--- config.mk ---
export PLATFORM = sky130hd
export DESIGN_NAME = ntdrm_best
export DESIGN_NICKNAME = d
export VERILOG_FILES = /design/src/sv/ntdrm_pkg.sv /design/src/sv/ntdrm_best.sv
export SDC_FILE = /design/constraint.sdc
export NUM_CORES = 1
export LEC_CHECK = 0
export ABC_AREA = 1
export BUFFER_PORTS_ARGS = -buffer_cell sky130_fd_sc_hd__buf_4
export CAP_MARGIN = 30
export CORE_ASPECT_RATIO = 0.75
export CORE_MARGIN = 4
export CORE_UTILIZATION = 45
export DETAILED_ROUTE_END_ITERATION = 10
export PLACE_DENSITY = 0.78
export SLEW_MARGIN = 20
export SYNTH_ARGS = -nofsm -noshare
export SYNTH_HDL_FRONTEND = slang
export SYNTH_SLANG_ARGS = --single-unit
--- constraint.sdc ---
create_clock -name i_clk -period 5.01 [get_ports i_clk]
set_input_delay 0.2505 -clock i_clk [delete_from_list [all_inputs] [get_ports i_clk]]
set_output_delay 0.2505 -clock i_clk [all_outputs]
set_load 0.005 [all_outputs]
--- src/sv/ntdrm_pkg.sv ---
package ntdrm_pkg;

    // Request opcodes.
    localparam logic [1:0] OP_CLEAR  = 2'd0;
    localparam logic [1:0] OP_APPEND = 2'd1;
    localparam logic [1:0] OP_QUERY  = 2'd2;

    // Cut selections; the two unused codes behave as a plain pass.
    localparam logic [2:0] CUT_PASS   = 3'd0;
    localparam logic [2:0] CUT_WINDOW = 3'd1;
    localparam logic [2:0] CUT_DR     = 3'd2;
    localparam logic [2:0] CUT_ETA    = 3'd3;
    localparam logic [2:0] CUT_PHI    = 3'd4;
    localparam logic [2:0] CUT_DZ     = 3'd5;

    // Register indexes (byte address divided by four).
    localparam logic [2:0] REG_CUT_MODE = 3'd0;
    localparam logic [2:0] REG_DR_CUT   = 3'd1;
    localparam logic [2:0] REG_ETA_CUT  = 3'd2;
    localparam logic [2:0] REG_PHI_CUT  = 3'd3;
    localparam logic [2:0] REG_DZ_CUT   = 3'd4;

    localparam int APB_AW = 5;
    localparam int APB_DW = 32;

    // Register reset values.
    localparam logic [2:0]  RST_CUT_MODE = CUT_DR;
    localparam logic [15:0] RST_DR_CUT   = 16'd1638;
    localparam logic [15:0] RST_ETA_CUT  = 16'd2048;
    localparam logic [15:0] RST_PHI_CUT  = 16'd1229;
    localparam logic [15:0] RST_DZ_CUT   = 16'd3200;

    typedef logic signed [15:0] t_coord;
    typedef logic signed [16:0] t_delta;
    typedef logic [32:0]        t_dr2;

    typedef struct packed {
        t_coord eta;
        t_coord phi;
        t_coord z;
    } t_point;

    typedef struct packed {
        logic [2:0]  mode;
        logic [15:0] dr;
        logic [15:0] eta;
        logic [15:0] phi;
        logic [15:0] dz;
    } t_cut_cfg;

    // One evaluated track leaving the distance unit.
    typedef struct packed {
        logic        valid;
        logic [31:0] sq_eta;
        logic [31:0] sq_phi;
        t_delta      deta;
        t_delta      dphi;
        t_delta      dz;
    } t_dist_res;

    // Running nearest track and its cut decision.
    typedef struct packed {
        logic   found;
        logic   passed;
        t_dr2   d2;
        t_delta deta;
        t_delta dphi;
        t_delta dz;
    } t_best_res;

    // Magnitude of a difference of two 16-bit values; it always fits 16 bits.
    function automatic logic [15:0] delta_mag(t_delta d);
        logic [16:0] neg;
        neg = -d;
        return d[16] ? neg[15:0] : d[15:0];
    endfunction

endpackage

--- src/sv/ntdrm_best.sv ---
module ntdrm_best #(
    parameter int IDX_W = 8
) (
    input  logic                 i_clk,
    input  logic                 i_rst_n,
    input  logic                 i_start,
    input  ntdrm_pkg::t_dist_res i_dist,
    input  logic [IDX_W-1:0]     i_dist_idx,
    input  ntdrm_pkg::t_cut_cfg  i_cfg,
    output ntdrm_pkg::t_best_res o_best,
    output logic [IDX_W-1:0]     o_idx
);
    import ntdrm_pkg::*;

    logic             r_found;
    t_dr2             r_d2;
    logic [IDX_W-1:0] r_idx;
    t_delta           r_deta;
    t_delta           r_dphi;
    t_delta           r_dz;
    logic [31:0]      r_dr_sq;

    t_dr2 d2;
    logic cut_ok;

    assign d2 = {1'b0, i_dist.sq_eta} + {1'b0, i_dist.sq_phi};

    always_ff @(posedge i_clk) begin
        // The user must change the limit only while idle, long before it is compared; the block does not enforce it.
        r_dr_sq <= i_cfg.dr * i_cfg.dr;
        if (!i_rst_n) begin
            r_found <= 1'b0;
        end else if (i_start) begin
            r_found <= 1'b0;
        end else if (i_dist.valid && (!r_found || d2 < r_d2)) begin
            // Strict compare keeps the earliest of equal distances.
            r_found <= 1'b1;
        end
        if (i_start) begin
            r_d2   <= '0;
            r_idx  <= '0;
            r_deta <= '0;
            r_dphi <= '0;
            r_dz   <= '0;
        end else if (i_dist.valid && (!r_found || d2 < r_d2)) begin
            r_d2   <= d2;
            r_idx  <= i_dist_idx;
            r_deta <= i_dist.deta;
            r_dphi <= i_dist.dphi;
            r_dz   <= i_dist.dz;
        end
    end

    always_comb begin
        unique case (i_cfg.mode)
            CUT_WINDOW: cut_ok = (delta_mag(r_deta) <= i_cfg.eta) &&
                                 (delta_mag(r_dphi) <= i_cfg.phi);
            CUT_DR:     cut_ok = r_d2 <= {1'b0, r_dr_sq};
            CUT_ETA:    cut_ok = delta_mag(r_deta) <= i_cfg.eta;
            CUT_PHI:    cut_ok = delta_mag(r_dphi) <= i_cfg.phi;
            CUT_DZ:     cut_ok = delta_mag(r_dz) <= i_cfg.dz;
            default:    cut_ok = 1'b1;
        endcase
    end

    always_comb begin
        o_best.found  = r_found;
        o_best.passed = r_found & cut_ok;
        o_best.d2     = r_d2;
        o_best.deta   = r_deta;
        o_best.dphi   = r_dphi;
        o_best.dz     = r_dz;
    end

    assign o_idx = r_idx;

endmodule

After elaboration in Yosys (flattened, before gate mapping). Index checks and enable logic that the tools add are counted.

Word-level logic and storage cells: 33. Input bits: 194. Flip-flop bits (word level): 125.

Eq/ne operators: 5. Multiplexer cells: 4. Multiply operators: 1. Add/subtract/negate cells: 4. Bitwise logic cells: 2. Reductions and logical operators: 5. Order comparisons: 5.

Operators by type and width (number): $le 16x16->1 (3); $mux 16 (3); $neg 16->16 (3); $add 32x32->33 (1); $le 33x32->1 (1); $lt 33x33->1 (1); $mul 16x16->32 (1); $eq 3x2->1 const B (2); $eq 3x3->1 const B (2); $pmux 1 s5 (1); $eq 3x1->1 const B (1); $logic_and 1x1->1 (2); $reduce_or 2->1 (1); $and 1x1->1 (1); $logic_not 1->1 (1); $logic_or 1x1->1 (1); $not 1->1 (1).

Logic depth before layout (Yosys ltp).
Depth after elaboration: 6. Gate-level depth with buffers: 28. Depth with buffers taken out: 27.

Worst setup path before layout. Ideal clock, no wire load.

Kind: input to register. Start: in i_cfg[52] in the netlist's numbering. End: reg r_dr_sq[30]. Required time: 4.938 ns. Cell stages on the path: 22. Arrival time: 5.352 ns. Path slack: -0.414 ns. Cell sequence: clkbuf_1 clkbuf_1 nand2_1 fa_1 inv_1 fa_1 fa_1 fa_1 fa_1 inv_1 fa_1 inv_1 ha_1 nand2_1 nor2_1 inv_1 nor3_1 nand4_1 nand3_1 nand2_1 nand3_1 xor2_1.

Word-level cells in the longest chain between the ends: 1.

RTL lines: from (decl) (line ntdrm_best.sv:9) `input ntdrm_pkg::t_cut_cfg i_cfg,`; $mul 16x16->32 (line ntdrm_best.sv:30) `r_dr_sq <= i_cfg.dr * i_cfg.dr;`; to (signal assigned) (line ntdrm_best.sv:30); to (decl) (line ntdrm_best.sv:21) `logic [31:0] r_dr_sq;`.

Every way passes these cells. A chain may end at the register's enable or synchronous reset.

Worst setup path in the final report.
Start: in i_cfg[56] in the netlist's numbering. End: reg r_dr_sq[29].

Same word-level chain as after synthesis.

==> flow_summary.json <==
{
  "status": "complete, no violations",
  "cts_sinks": 124,
  "layout.cells.most_common_list": "666 x nand2_1, 623 x inv_1, 393 x buf_4",
  "cts_root_buffer": "clkbuf_16",
  "r2r_slack_ns": 2.01,
  "synthFlopType": "dfxtp_1",
  "powerDensity_nw_per_um2": 590,
  "placedCellCount": 3568,
  "hold_path_class": "in2reg",
  "numCtsBuffers": 17,
  "synth_cells": 2730,
  "clock_path_buffers": 2,
  "synth_enable_flop_cells": 0,
  "min_from": "i_start",
  "syn_area_um2": 18600,
  "worst_pin_slew_ns": 0.947,
  "drt_iter0_drc": 1146,
  "finalWirelength_mm": 50.4,
  "drv_slew": 0,
  "grt_pass1_wl_mm": 82.8,
  "period_minus_slack_ns": 4.78,
  "startpoint": "i_cfg[56]",
  "async_reset_ff_frac": 0,
  "setup_viol": 0,
  "setup_ws_ns": 0.227,
  "cts_setup_buffers": 0,
  "die_h_um": 184,
  "total_power_mw": 13.4,
  "fmax_mhz": 209,
  "instances_no_fill": 3599,
  "grt_pass1_vias": 16600,
  "drc": 0,
  "core-area_um2": 40800,
  "gr-total-overflow": 0,
  "cp.arrival_ns": 5.09,
  "postSynthAreaPerCell_um2": 6.80,
  "hold_buffers": 0,
  "dp_slack_ns": -0.303,
  "start_util": 0.456,
  "viasPerCell": 4.84,
  "slew_headroom": 0.369,
  "peakVddDrop_v": 0.000802,
  "route.detailed.wl_per_inst_um": 14.0,
  "first_pass_iters": 5,
  "die_area_um2": 44600,
  "fp.dieW_um": 243,
  "ys_seq_elements": 124,
  "critPathMaxFanout": 12,
  "rows": 64,
  "skew_ns": 0.0143,
  "critPathLaunchType": "input pin",
  "r2r_cells": 12,
  "areaGrowthSynthToFinish_pct": 21.8,
  "io_pins": 288,
  "yosysWarnings": 0,
  "yosysSeqAreaShare": 0.134,
  "clk_pin_slew_ns": 0.06,
  "htree_levels": 4,
  "fin_nets": 3664,
  "end_kind": "register",
  "layout-drive-gt1-share": 0.152,
  "diodes": 0,
  "final_util": 0.555,
  "syn-num-nets": 3335,
  "track_usage": 0.223,
  "cts_tree": "done",
  "required_ns": 5.31,
  "fin_crit_sh": 0.955,
  "max_cap_violations": 0,
  "drtAntennaViolNets": 0,
  "hold-path-cell-count": 2,
  "gp_congestion": 0.914,
  "crit_type": "in2reg",
  "grt_max_degree": 93,
  "antenna_found_initial": 0,
  "synth_cell_types": 36,
  "hold_viol_final": 0,
  "rr_startpoint": "r_d2[32]$_SDFFE_PP0P_",
  "place_hpwl_mm": 42.6,
  "port_buffers": 287,
  "clkLatencyLatePin_ns": 0.42,
  "leakagePower_nw": 13.2,
  "timing.hold.ws_ns": 0.0265,
  "vias": 17400,
  "layout_commonest_cell": "nand2_1"
}
==> flip-flops by register name, indices dropped and copies added (netlist names) <==
signal	cells
r_d2	33
r_found	1
o_idx	8
r_deta	17
r_dphi	17
r_dr_sq	31
r_dz	17
==> metal layers <==
metal / up-vias / share of wire / wire, um / global-route usage
met5: - / 0 / 0 / 0
met4: 0 / 0.012 / 627 / 0.0371
met3: 41 / 0.068 / 3430 / 0.0416
met2: 457 / 0.45 / 22400 / 0.366
met1: 7968 / 0.47 / 23900 / 0.314
li1: 8951 / - / - / -
==> worst max-delay path: stages <==
cell     delay (ns)
buf_4          0.16
nand2_1        0.10
inv_1          0.06
fa_1           0.50
inv_1          0.06
fa_1           0.53
inv_1          0.05
fa_1           0.51
fa_1           0.44
fa_1           0.56
inv_1          0.06
fa_1           0.52
inv_1          0.05
ha_1           0.34
inv_1          0.10
o21ai_1        0.10
nor2_1         0.12
nand2_1        0.07
nand2_1        0.07
nand3_2        0.11
nand2_1        0.08
nand3_1        0.07
xor2_1         0.15
==> metrics by stage <==
stage / area, um2 / setup TNS (ns)
final: 22600 / 0
after CTS: 22600 / 0
after global placement: 22000 / -2.03
after floorplan: 18900 / -0.0658
after global routing: 22600 / -0.00422
after detailed placement: 22000 / -3.43
==> cells by family (layout without fill, tap and decap cells) <==
family | Yosys count | in the layout | synth area share
flip-flops | 124 | 124 | 0.134
AO/OA/AOI/OAI | 272 | 272 | 0.0774
buffers and inverters | 712 | 1053 | 0.149
AND/OR/NAND/NOR | 1120 | 1120 | 0.253
XOR/XNOR | 91 | 91 | 0.0429
adder cells (fa/ha/maj) | 411 | 411 | 0.344
==> Yosys cell counts, drive strengths merged, types with 2 or more instances <==
cell | n | area [um2]
a21o | 7 | 52.6
a21boi | 2 | 15.0
o21a | 5 | 37.5
o21ai | 46 | 230
buf | 36 | 228
nand3b | 76 | 571
a31oi | 6 | 37.5
nand2 | 672 | 2520
nor4 | 4 | 25.0
nand3 | 80 | 400
xnor2 | 30 | 263
nor2 | 238 | 896
fa | 165 | 3300
or2 | 3 | 18.8
nand4 | 15 | 93.8
dfxtp | 124 | 2480
clkbuf | 49 | 184
nor3 | 23 | 120
and2 | 7 | 43.8
ha | 246 | 3080
a21oi | 193 | 966
inv | 627 | 2350
xor2 | 61 | 534
o21bai | 9 | 67.6
==> layout make-up <==
| type | count | area (um2) |
|---|---|---|
| clock buffer | 20 | 457 |
| clock inverter | 11 | 166 |
| fill | 3860 | 18100 |
| inverter | 627 | 2350 |
| multi-input combinational | 1894 | 13500 |
| sequential | 124 | 2480 |
| tap | 528 | 661 |
| timing repair buffer | 395 | 2980 |
==> path summary, 6_finish.rpt <==
path | end
setup / recovery | r_dr_sq[29]$_DFF_P_
hold / removal | r_found$_SDFFE_PP0P_
setup reg to reg | r_deta[1]$_SDFFE_PP0P_
hold reg to reg | o_idx[7]$_SDFFE_PP0P_
==> power by group <==
part           switching, mW  internal [mW]  total [mW]  leakage [nW]
clock network          0.471          0.855        1.33         0.298
logic                   5.70           4.87        10.6          11.9
registers              0.160           1.29        1.45          1.03
==> timing repair <==
action                     CTS  global route
setup endpoints to repair    0             9
hold endpoints to repair     0             0
gates resized for setup      0            10
No activity file was read; power rests on OpenSTA's default activity.
