`src/sv/ntdrm_pkg.sv`:
```
package ntdrm_pkg;

    // Request opcodes.
    localparam logic [1:0] OP_CLEAR  = 2'd0;
    localparam logic [1:0] OP_APPEND = 2'd1;
    localparam logic [1:0] OP_QUERY  = 2'd2;

    // Cut selections; the two unused codes behave as a plain pass.
    localparam logic [2:0] CUT_PASS   = 3'd0;
    localparam logic [2:0] CUT_WINDOW = 3'd1;
    localparam logic [2:0] CUT_DR     = 3'd2;
    localparam logic [2:0] CUT_ETA    = 3'd3;
    localparam logic [2:0] CUT_PHI    = 3'd4;
    localparam logic [2:0] CUT_DZ     = 3'd5;

    // Register indexes (byte address divided by four).
    localparam logic [2:0] REG_CUT_MODE = 3'd0;
    localparam logic [2:0] REG_DR_CUT   = 3'd1;
    localparam logic [2:0] REG_ETA_CUT  = 3'd2;
    localparam logic [2:0] REG_PHI_CUT  = 3'd3;
    localparam logic [2:0] REG_DZ_CUT   = 3'd4;

    localparam int APB_AW = 5;
    localparam int APB_DW = 32;

    // Register reset values.
    localparam logic [2:0]  RST_CUT_MODE = CUT_DR;
    localparam logic [15:0] RST_DR_CUT   = 16'd1638;
    localparam logic [15:0] RST_ETA_CUT  = 16'd2048;
    localparam logic [15:0] RST_PHI_CUT  = 16'd1229;
    localparam logic [15:0] RST_DZ_CUT   = 16'd3200;

    typedef logic signed [15:0] t_coord;
    typedef logic signed [16:0] t_delta;
    typedef logic [32:0]        t_dr2;

    typedef struct packed {
        t_coord eta;
        t_coord phi;
        t_coord z;
    } t_point;

    typedef struct packed {
        logic [2:0]  mode;
        logic [15:0] dr;
        logic [15:0] eta;
        logic [15:0] phi;
        logic [15:0] dz;
    } t_cut_cfg;

    // One evaluated track leaving the distance unit.
    typedef struct packed {
        logic        valid;
        logic [31:0] sq_eta;
        logic [31:0] sq_phi;
        t_delta      deta;
        t_delta      dphi;
        t_delta      dz;
    } t_dist_res;

    // Running nearest track and its cut decision.
    typedef struct packed {
        logic   found;
        logic   passed;
        t_dr2   d2;
        t_delta deta;
        t_delta dphi;
        t_delta dz;
    } t_best_res;

    // Magnitude of a difference of two 16-bit values; it always fits 16 bits.
    function automatic logic [15:0] delta_mag(t_delta d);
        logic [16:0] neg;
        neg = -d;
        return d[16] ? neg[15:0] : d[15:0];
    endfunction

endpackage

```
`src/sv/ntdrm_dist.sv`:
```
module ntdrm_dist #(
    parameter int IDX_W = 8
) (
    input  logic                 i_clk,
    input  logic                 i_rst_n,
    input  logic                 i_issue,
    input  logic [IDX_W-1:0]     i_idx,
    input  ntdrm_pkg::t_point    i_query,
    input  ntdrm_pkg::t_point    i_track,
    output ntdrm_pkg::t_dist_res o_res,
    output logic [IDX_W-1:0]     o_idx,
    output logic                 o_busy
);
    import ntdrm_pkg::*;

    // Stage 0 lines up with the registered memory read.
    logic             r_v0;
    logic [IDX_W-1:0] r_idx0;
    // Stage 1: differences and magnitudes.
    logic             r_v1;
    logic [IDX_W-1:0] r_idx1;
    t_delta           r_deta1;
    t_delta           r_dphi1;
    t_delta           r_dz1;
    logic [15:0]      r_ae1;
    logic [15:0]      r_ap1;
    // Stage 2: squares.
    logic             r_v2;
    logic [IDX_W-1:0] r_idx2;
    t_delta           r_deta2;
    t_delta           r_dphi2;
    t_delta           r_dz2;
    logic [31:0]      r_sqe2;
    logic [31:0]      r_sqp2;

    t_delta de;
    t_delta dp;
    t_delta dzv;

    always_comb begin
        de  = {i_query.eta[15], i_query.eta} - {i_track.eta[15], i_track.eta};
        dp  = {i_query.phi[15], i_query.phi} - {i_track.phi[15], i_track.phi};
        dzv = {i_query.z[15], i_query.z} - {i_track.z[15], i_track.z};
    end

    always_ff @(posedge i_clk) begin
        if (!i_rst_n) begin
            r_v0 <= 1'b0;
            r_v1 <= 1'b0;
            r_v2 <= 1'b0;
        end else begin
            r_v0 <= i_issue;
            r_v1 <= r_v0;
            r_v2 <= r_v1;
        end
        r_idx0  <= i_idx;
        r_idx1  <= r_idx0;
        r_deta1 <= de;
        r_dphi1 <= dp;
        r_dz1   <= dzv;
        r_ae1   <= delta_mag(de);
        r_ap1   <= delta_mag(dp);
        r_idx2  <= r_idx1;
        r_deta2 <= r_deta1;
        r_dphi2 <= r_dphi1;
        r_dz2   <= r_dz1;
        r_sqe2  <= r_ae1 * r_ae1;
        r_sqp2  <= r_ap1 * r_ap1;
    end

    always_comb begin
        o_res.valid  = r_v2;
        o_res.sq_eta = r_sqe2;
        o_res.sq_phi = r_sqp2;
        o_res.deta   = r_deta2;
        o_res.dphi   = r_dphi2;
        o_res.dz     = r_dz2;
    end

    assign o_idx  = r_idx2;
    assign o_busy = r_v0 | r_v1 | r_v2;

endmodule

```
`config.mk`:
```
export PLATFORM = sky130hd
export DESIGN_NAME = ntdrm_dist
export DESIGN_NICKNAME = d
export VERILOG_FILES = /design/src/sv/ntdrm_pkg.sv /design/src/sv/ntdrm_dist.sv
export SDC_FILE = /design/constraint.sdc
export NUM_CORES = 1
export LEC_CHECK = 0
export ABC_AREA = 1
export BUFFER_PORTS_ARGS = -buffer_cell sky130_fd_sc_hd__buf_2
export CAP_MARGIN = 20
export CELL_PAD_IN_SITES_DETAIL_PLACEMENT = 0
export CELL_PAD_IN_SITES_GLOBAL_PLACEMENT = 1
export CORE_ASPECT_RATIO = 0.9
export CORE_MARGIN = 2
export CORE_UTILIZATION = 26
export CTS_BUF_LIST = sky130_fd_sc_hd__clkbuf_4 sky130_fd_sc_hd__clkbuf_8 sky130_fd_sc_hd__clkbuf_16
export DETAILED_ROUTE_END_ITERATION = 8
export GPL_ROUTABILITY_DRIVEN = 0
export PLACE_DENSITY_LB_ADDON = 0.05
export SYNTH_ARGS = -nofsm -noshare
export SYNTH_HDL_FRONTEND = slang
export SYNTH_SLANG_ARGS = --single-unit
```
`constraint.sdc`:
```
create_clock -name i_clk -period 8 [get_ports i_clk]
set_input_delay 0.8 -clock i_clk [delete_from_list [all_inputs] [get_ports i_clk]]
set_output_delay 0.8 -clock i_clk [all_outputs]
set_load 0.01 [all_outputs]
```
# After elaboration in Yosys (flattened, before gate mapping)
# Cells that the tools add are included.
# classes
n_addsub,5
multipliers,2
muxes,2
n_bitwise,2
# ops
operator,n
$mul 16x16->32,2
$sub 16x16->17,3
$mux 16,2
$neg 16->16,2
$or 1x1->1,2
# word_totals
ff_bits,225
in_bits,107
out_inout_bits,125
elab_cells,27

# Logic depth before layout (Yosys ltp)
# Gate-level depths: netlist (run 1).
# depth
word_depth,3
ltp_mapped,26
ltp_nobuf,25

# Worst setup path after synthesis (run 1)
# OpenSTA, ideal clock, no wires.
# synth_timing
kind,reg-to-reg
start,register r_ae1[11]
end,register r_sqe2[27]
setup_time_ps,72
t_arrival_ps,5279
required_time_ps,7928
slack_ps,2649
path_stages_with_launch,23
path_buffers,2
period_less_slack_ps,5351
cell_sequence,dfxtp_1 -> clkbuf_1 -> clkbuf_1 -> nand2_1 -> fa_1 -> fa_1 -> inv_1 -> fa_1 -> fa_1 -> fa_1 -> inv_1 -> fa_1 -> inv_1 -> ha_1 -> nand2_1 -> nor2_1 -> nand2_1 -> o21ai_1 -> nand2_1 -> nand2_1 -> nand2_1 -> nand2_1 -> xor2_1
# synth_between
elab_chain_cells,1
# synth_rtl
element,line_no,text
from (decl),ntdrm_dist.sv:25,logic [15:0] r_ae1;
from (signal assigned),ntdrm_dist.sv:61,r_ae1 <= delta_mag(de);
$mul 16x16->32,ntdrm_dist.sv:67,r_sqe2 <= r_ae1 * r_ae1;
to (signal assigned),ntdrm_dist.sv:67,
to (decl),ntdrm_dist.sv:33,logic [31:0] r_sqe2;
# Every way passes these cells.
# A chain may end at the register's enable or synchronous reset.

# Final worst setup path (run 1)
# layout_timing
start,register r_ae1[3]
end,register r_sqe2[31]
# Same word-level chain as after synthesis.

==> impl_metrics.py, run 1 <==
metrics = {
    "status": {
        "status": "completed",
    },
    "final_layout": {
        "final_cells": 4276,
        "multiInputGateArea_um2": 15700,
        "fill_cells": 9674,
        "diodes": 0,
        "layout-drive-gt1-share": 0.110,
        "regArea_um2": 4380,
        "area_growth_pct": 14.7,
        "nNetsFinal": 3773,
    },
    "clock_tree": {
        "clock_latency_ps": 600,
        "cts-buffers-inserted": 30,
        "cts_root_buf": "clkbuf_16",
        "post-cts-setup-buffer-count": 0,
        "clkSlewWorstSetupHoldPaths_ps": 60,
        "cts_tree": "yes",
        "clockBufferDepth": 3,
        "cts-resized-gates": 0,
        "h-tree-depth": 1,
        "cts.sinks": 219,
        "cts_hold_buf": 0,
    },
    "logic_synthesis": {
        "syn-cell-area_um2": 23300,
        "synthFlopType": "dfxtp_1",
        "ys_warn_count": 0,
        "async_flop_share": 0,
        "synth_top_family_by_area": "adder cells",
        "synth-edff-count": 0,
        "ys_types": 43,
        "yosys_register_bits": 219,
        "syn_avg_cell_area_um2": 8.06,
        "synth_area_leaders": "fa_1 28%, dfxtp_1 19%, ha_1 14%",
        "synthMuxAreaShare": 0,
        "synthAdderAreaFrac": 0.417,
        "synth_xor_area_frac": 0.0429,
        "synth_top_area_share": 0.281,
        "syn_inst": 2891,
        "synthTopCellsByCount": "768 x inv_1, 609 x nand2_1, 327 x fa_1",
        "yosysMostFrequentCell": "inv_1",
        "synth_compound_area_frac": 0.0476,
        "yosysTopAreaCell": "fa_1",
        "ys_seq_area_frac": 0.188,
        "synthSimpleGateAreaFrac": 0.167,
    },
    "worst_hold_path": {
        "worstHoldPathType": "in2reg",
    },
    "setup_path": {
        "crit_end": "r_sqe2[31]",
        "critPathKind": "reg2reg",
        "reg2reg_slack_ps": 1830,
        "reg2reg_to": "r_sqe2[31]",
        "cp_data_required_time_ps": 8510,
        "setup.worst_path.start": "r_ae1[3]",
        "slowest_stage": "dfxtp_1",
        "path_common_cell": "fa_1",
        "path_cells": "nand2_1, fa_1, fa_1, inv_1, fa_1, fa_1, fa_1, inv_1, fa_1, inv_1, ha_1, nand2_1, nor2_1, nand2_1, o21ai_1, nand3_1, o21ai_1, xnor2_1",
        "end_kind": "register",
        "cp_data_arrival_time_ps": 6680,
        "r2r_cells": 18,
        "r2r_start": "r_ae1[3]",
        "crit_fanout": 16,
        "slowest_delay_ps": 970,
        "crit_path_start_kind": "register",
    },
    "timing": {
        "period_needed_ps": 6170,
        "tightest_slew_ps": 1010,
        "skew_ps": 29.9,
        "slew_viol_final": 0,
        "slew-limit-headroom": 0.324,
        "rsz0062_at_grt": "no",
        "holdWs_ps": 321,
        "timing.final.crit_share": 0.771,
        "fin_setup_tns_ps": 0,
        "finalSetupViolCount": 0,
        "finalHoldViolations": 0,
        "timing.fmax_ghz": 0.162,
    },
    "job": {
        "drv_cap": 0,
    },
    "floorplanning": {
        "core_area_um2": 89100,
        "dieArea_um2": 92000,
        "die_y_um": 288,
        "initial_core_util": 0.261,
        "die_x_um": 320,
        "io_pins": 232,
        "rows": 104,
    },
    "drt": {
        "drt-pass1-iter-count": 5,
        "routedWlPerCell_um": 15.4,
        "vias_per_cell": 4.14,
        "vias": 17700,
        "drc": 0,
        "drtAntennaViolNets": 0,
        "drt_iter0_drc": 678,
        "drt_wl_total_mm": 65.7,
    },
    "placed_design": {
        "portBuffers": 229,
        "dp.cells": 4220,
        "place_hpwl_mm": 55.6,
    },
    "global_route": {
        "grt_pass1_wl_mm": 107,
        "grt_max_degree": 19,
        "grt_antenna_before_repair": 1,
        "grt_util_all_layers": 0.146,
        "grt_overflow_total": 0,
        "grt_pass1_vias": 19400,
    },
}
## critical path, delay by kind of cell (launching register included)
kind / cells / cell delay [ps]
adders and majority gates: 7 / 3450
and+or+nand+nor: 5 / 810
DFF: 1 / 970
buffers and inverters: 3 / 140
AOI/OAI and AO/OA: 2 / 570
xor gates and xnor gates: 1 / 130
## through the flow
| step | cell area (um2) | util | worst slack (ps) |
|---|---|---|---|
| 5_1_grt | 26700 | 0.300 | 1370 |
| 3_5_place_dp | 25600 | 0.287 | 1740 |
| 4_1_cts | 26700 | 0.300 | 1720 |
| 2_1_floorplan | 23300 | - | 2650 |
| 6_report | 26700 | 0.300 | 1830 |
| 3_3_place_gp | 25600 | 0.287 | 1830 |
## worst min path at each step
stage	startpoint	endpoint	slack, ps	depth (start not counted)
4_1_cts	i_idx[2]	r_idx0[2]	260	1
3_5_place_dp	r_idx0[3]	r_idx1[3]	310	0
5_1_grt	i_idx[2]	r_idx0[2]	280	1
3_3_place_gp	r_dz1[2]	r_dz2[2]	310	0
6_report	i_idx[2]	r_idx0[2]	320	1
2_1_floorplan	r_idx1[0]	o_idx[0]	310	0
## cells in the final DEF, fill, tap and decap left out, drive strengths merged, types with 2 or more instances in the layout
cell type	count
nand3	113
a21boi	3
fa	327
nor3	16
o21a	2
o21bai	11
ha	253
nor2	140
xnor2	34
a31o	2
or2	5
nand3b	4
bufinv	4
buf	230
nor4	6
a21oi	105
nand4	18
dfxtp	219
nand2	628
a31oi	7
o221ai	2
a21o	9
clkinv	8
o211ai	3
clkinvlp	5
a211oi	2
and2	2
inv	778
conb	2
o21ai	52
xor2	80
clkbuf	38
## logic make-up after synthesis
group,after synthesis
AO/OA/AOI/OAI,198
buffers and inverters,845
XOR/XNOR,114
adder cells (fa/ha/maj),580
other,1
flip-flops,219
AND/OR/NAND/NOR,934
## layer usage
| metal | up-vias | wire [um] | part of all wire | global-route usage |
|---|---|---|---|---|
| met5 | - | 0 | 0 | 0 |
| met4 | 0 | 816 | 0.012 | 0.0204 |
| met3 | 37 | 2610 | 0.040 | 0.0228 |
| met2 | 292 | 26500 | 0.40 | 0.219 |
| met1 | 8450 | 35700 | 0.54 | 0.222 |
| li1 | 8943 | - | - | - |
## sequential cells by signal, indices dropped and copies added, names as in the netlist
signal,count
r_deta2,16
r_sqp2,31
o_idx,8
r_idx0,8
r_idx1,8
r_v1,1
r_deta1,16
r_v0,1
r_dz2,17
r_ap1,16
r_dz1,17
r_sqe2,31
r_v2,1
r_ae1,16
r_dphi1,16
r_dphi2,16
## final cells by class
type	count	area share
well taps	1166	0.0546
clock buffers	38	0.0313
multi-input cells	1828	0.588
repair buffers	230	0.0432
inverters	777	0.109
clock inverters	18	0.00937
flip-flops and latches	219	0.164
Power of run 1 is left out: the tool's default activity adds up to more than one toggle a clock period on the data nets, which glitch-free logic cannot reach.
==> inputs of run 2 (changes only) <==
- clock period: 8 -> 5.8 ns (I/O delays scaled with it)
==> run 2 against run 1 <==
- via count increased by 1.3%
- critical path type unchanged
- first-iteration DRC count is 2.2% higher
- count of clock-buffer cells in the layout shrank 1
- die area unchanged
- cell count is 1.8% higher
==> impl_metrics.py, run 2 (same netlist as run 1, synthesis figures left out) <==
metrics = {
    "clock_tree": {
        "h-tree-depth": 1,
        "clock_latency_ps": 600,
        "cts_tree": "yes",
        "clkSlewWorstSetupHoldPaths_ps": 60,
        "cts-buffers-inserted": 29,
        "cts_root_buf": "clkbuf_16",
        "cts.sinks": 219,
        "clockBufferDepth": 3,
        "post-cts-setup-buffer-count": 0,
    },
    "setup_path": {
        "critPathKind": "reg2reg",
        "slowest_stage": "fa_1",
        "crit_family": "adder cells",
        "crit_fanout": 9,
        "cp_data_required_time_ps": 6300,
        "path_cells": "buf_12, nand2_1, inv_1, fa_1, inv_1, fa_1, inv_1, fa_1, fa_1, fa_1, inv_1, fa_1, inv_1, ha_1, nand2_1, nor2_1, inv_1, buf_4, nor2_1, nor2_1, o211ai_1, xor2_2",
        "slowest_delay_ps": 550,
        "reg2reg_slack_ps": 220,
        "critPathBufInv": 8,
        "cp_data_arrival_time_ps": 6070,
        "crit_path_start_kind": "register",
        "end_kind": "register",
    },
    "drt": {
        "drt_wl_total_mm": 64.6,
        "drtAntennaViolNets": 0,
        "drt-pass1-iter-count": 5,
        "routedWlPerCell_um": 14.8,
        "drt_iter0_drc": 693,
        "vias_per_cell": 4.12,
        "drc": 0,
        "vias": 18000,
    },
    "timing": {
        "worst_slack_ps": 224,
        "finalHoldViolations": 0,
        "period_needed_ps": 5580,
        "slew_viol_final": 0,
        "finalSetupViolCount": 0,
        "timing.fmax_ghz": 0.179,
        "skew_ps": 22.8,
        "rsz0062_at_grt": "yes",
        "timing.final.crit_share": 0.961,
        "fin_setup_tns_ps": 0,
    },
    "final_layout": {
        "nNetsFinal": 3851,
        "multiInputGateArea_um2": 15700,
        "layout-drive-gt1-share": 0.141,
        "final_common_cell": "inv_1",
        "fill_cells": 9649,
        "area_growth_pct": 17.9,
        "final_cell_mix": "768 x inv_1, 607 x nand2_1, 327 x fa_1, 253 x ha_1, 229 x buf_2",
        "reg_top3": "r_sqe2: 31 flops, r_sqp2: 31 flops",
        "utilization": 0.308,
        "regArea_um2": 4410,
    },
    "global_route": {
        "grt_util_all_layers": 0.143,
        "grt_overflow_total": 0,
        "grt_max_degree": 18,
        "grt_antenna_before_repair": 1,
        "grt_pass1_wl_mm": 106,
        "grt_pass1_vias": 20000,
    },
    "status": {
        "status": "completed",
    },
    "placed_design": {
        "portBuffers": 229,
        "place_hpwl_mm": 56.6,
        "post-place-ws_ps": -45.1,
    },
    "floorplanning": {
        "die_x_um": 320,
        "initial_core_util": 0.261,
        "die_y_um": 288,
        "rows": 104,
        "dieArea_um2": 92000,
        "io_pins": 232,
        "core_area_um2": 89100,
    },
    "job": {
        "drv_cap": 0,
    },
    "worst_hold_path": {
        "worstHoldPathType": "in2reg",
    },
}
## run 2: cell types whose count changed in the layout (fill, tap and decap cells not counted), moves of 3 or more
cell        previous run  this run
buf_4                  1        74
dfxtp_1              219       198
dfxtp_2                0        20
buf_12                 0         6
clkinvlp_4             5         1
bufinv_16              4         7
clkinv_2               2         5
## run 2: area by class of cell
class	instances	area share
Tap cell	1166	0.0531
Clock buffer	37	0.0295
Clock inverter	17	0.0105
Sequential cell	219	0.161
Timing Repair Buffer	309	0.0663
Multi-Input combinational cell	1828	0.573
Inverter	777	0.106
Antenna cell	1	0.0000911
## run 2: path summary, 6_finish.rpt
| path | startpoint | to | cells past startpoint |
|---|---|---|---|
| hold / removal | i_idx[3] | r_idx0[3] | 1 |
| setup / recovery | r_ap1[8] | r_sqp2[28] | 22 |
| setup reg to reg | r_ap1[8] | r_sqp2[28] | 22 |
| hold reg to reg | r_idx1[5] | o_idx[5] | 0 |
## run 2: per-stage QoR
stage	cell area (um2)	cells	hold slack (ps)
after floorplan	23300	2892	310
after global placement	26300	4299	311
after detailed placement	26300	4299	312
after CTS	27400	4353	53.1
after global routing	27500	4354	63.8
final	27500	4354	95.2
## run 2: timing repair
action                                  in CTS  in global routing
pin swaps                                    1                  1
gates cloned                                 0                  0
endpoints found under the setup margin       1                 22
gates resized for setup                      6                 27
hold buffers                                 0                  0
## run 2: layer usage
metal	vias to the layer above	GRT usage	wire (um)	part of all wire
li1	9094	-	-	-
met4	0	0.0218	888	0.014
met3	47	0.0186	2350	0.036
met2	290	0.226	27200	0.42
met5	-	0	0	0
met1	8526	0.212	34100	0.53
Power of run 2 is left out for the same reason.
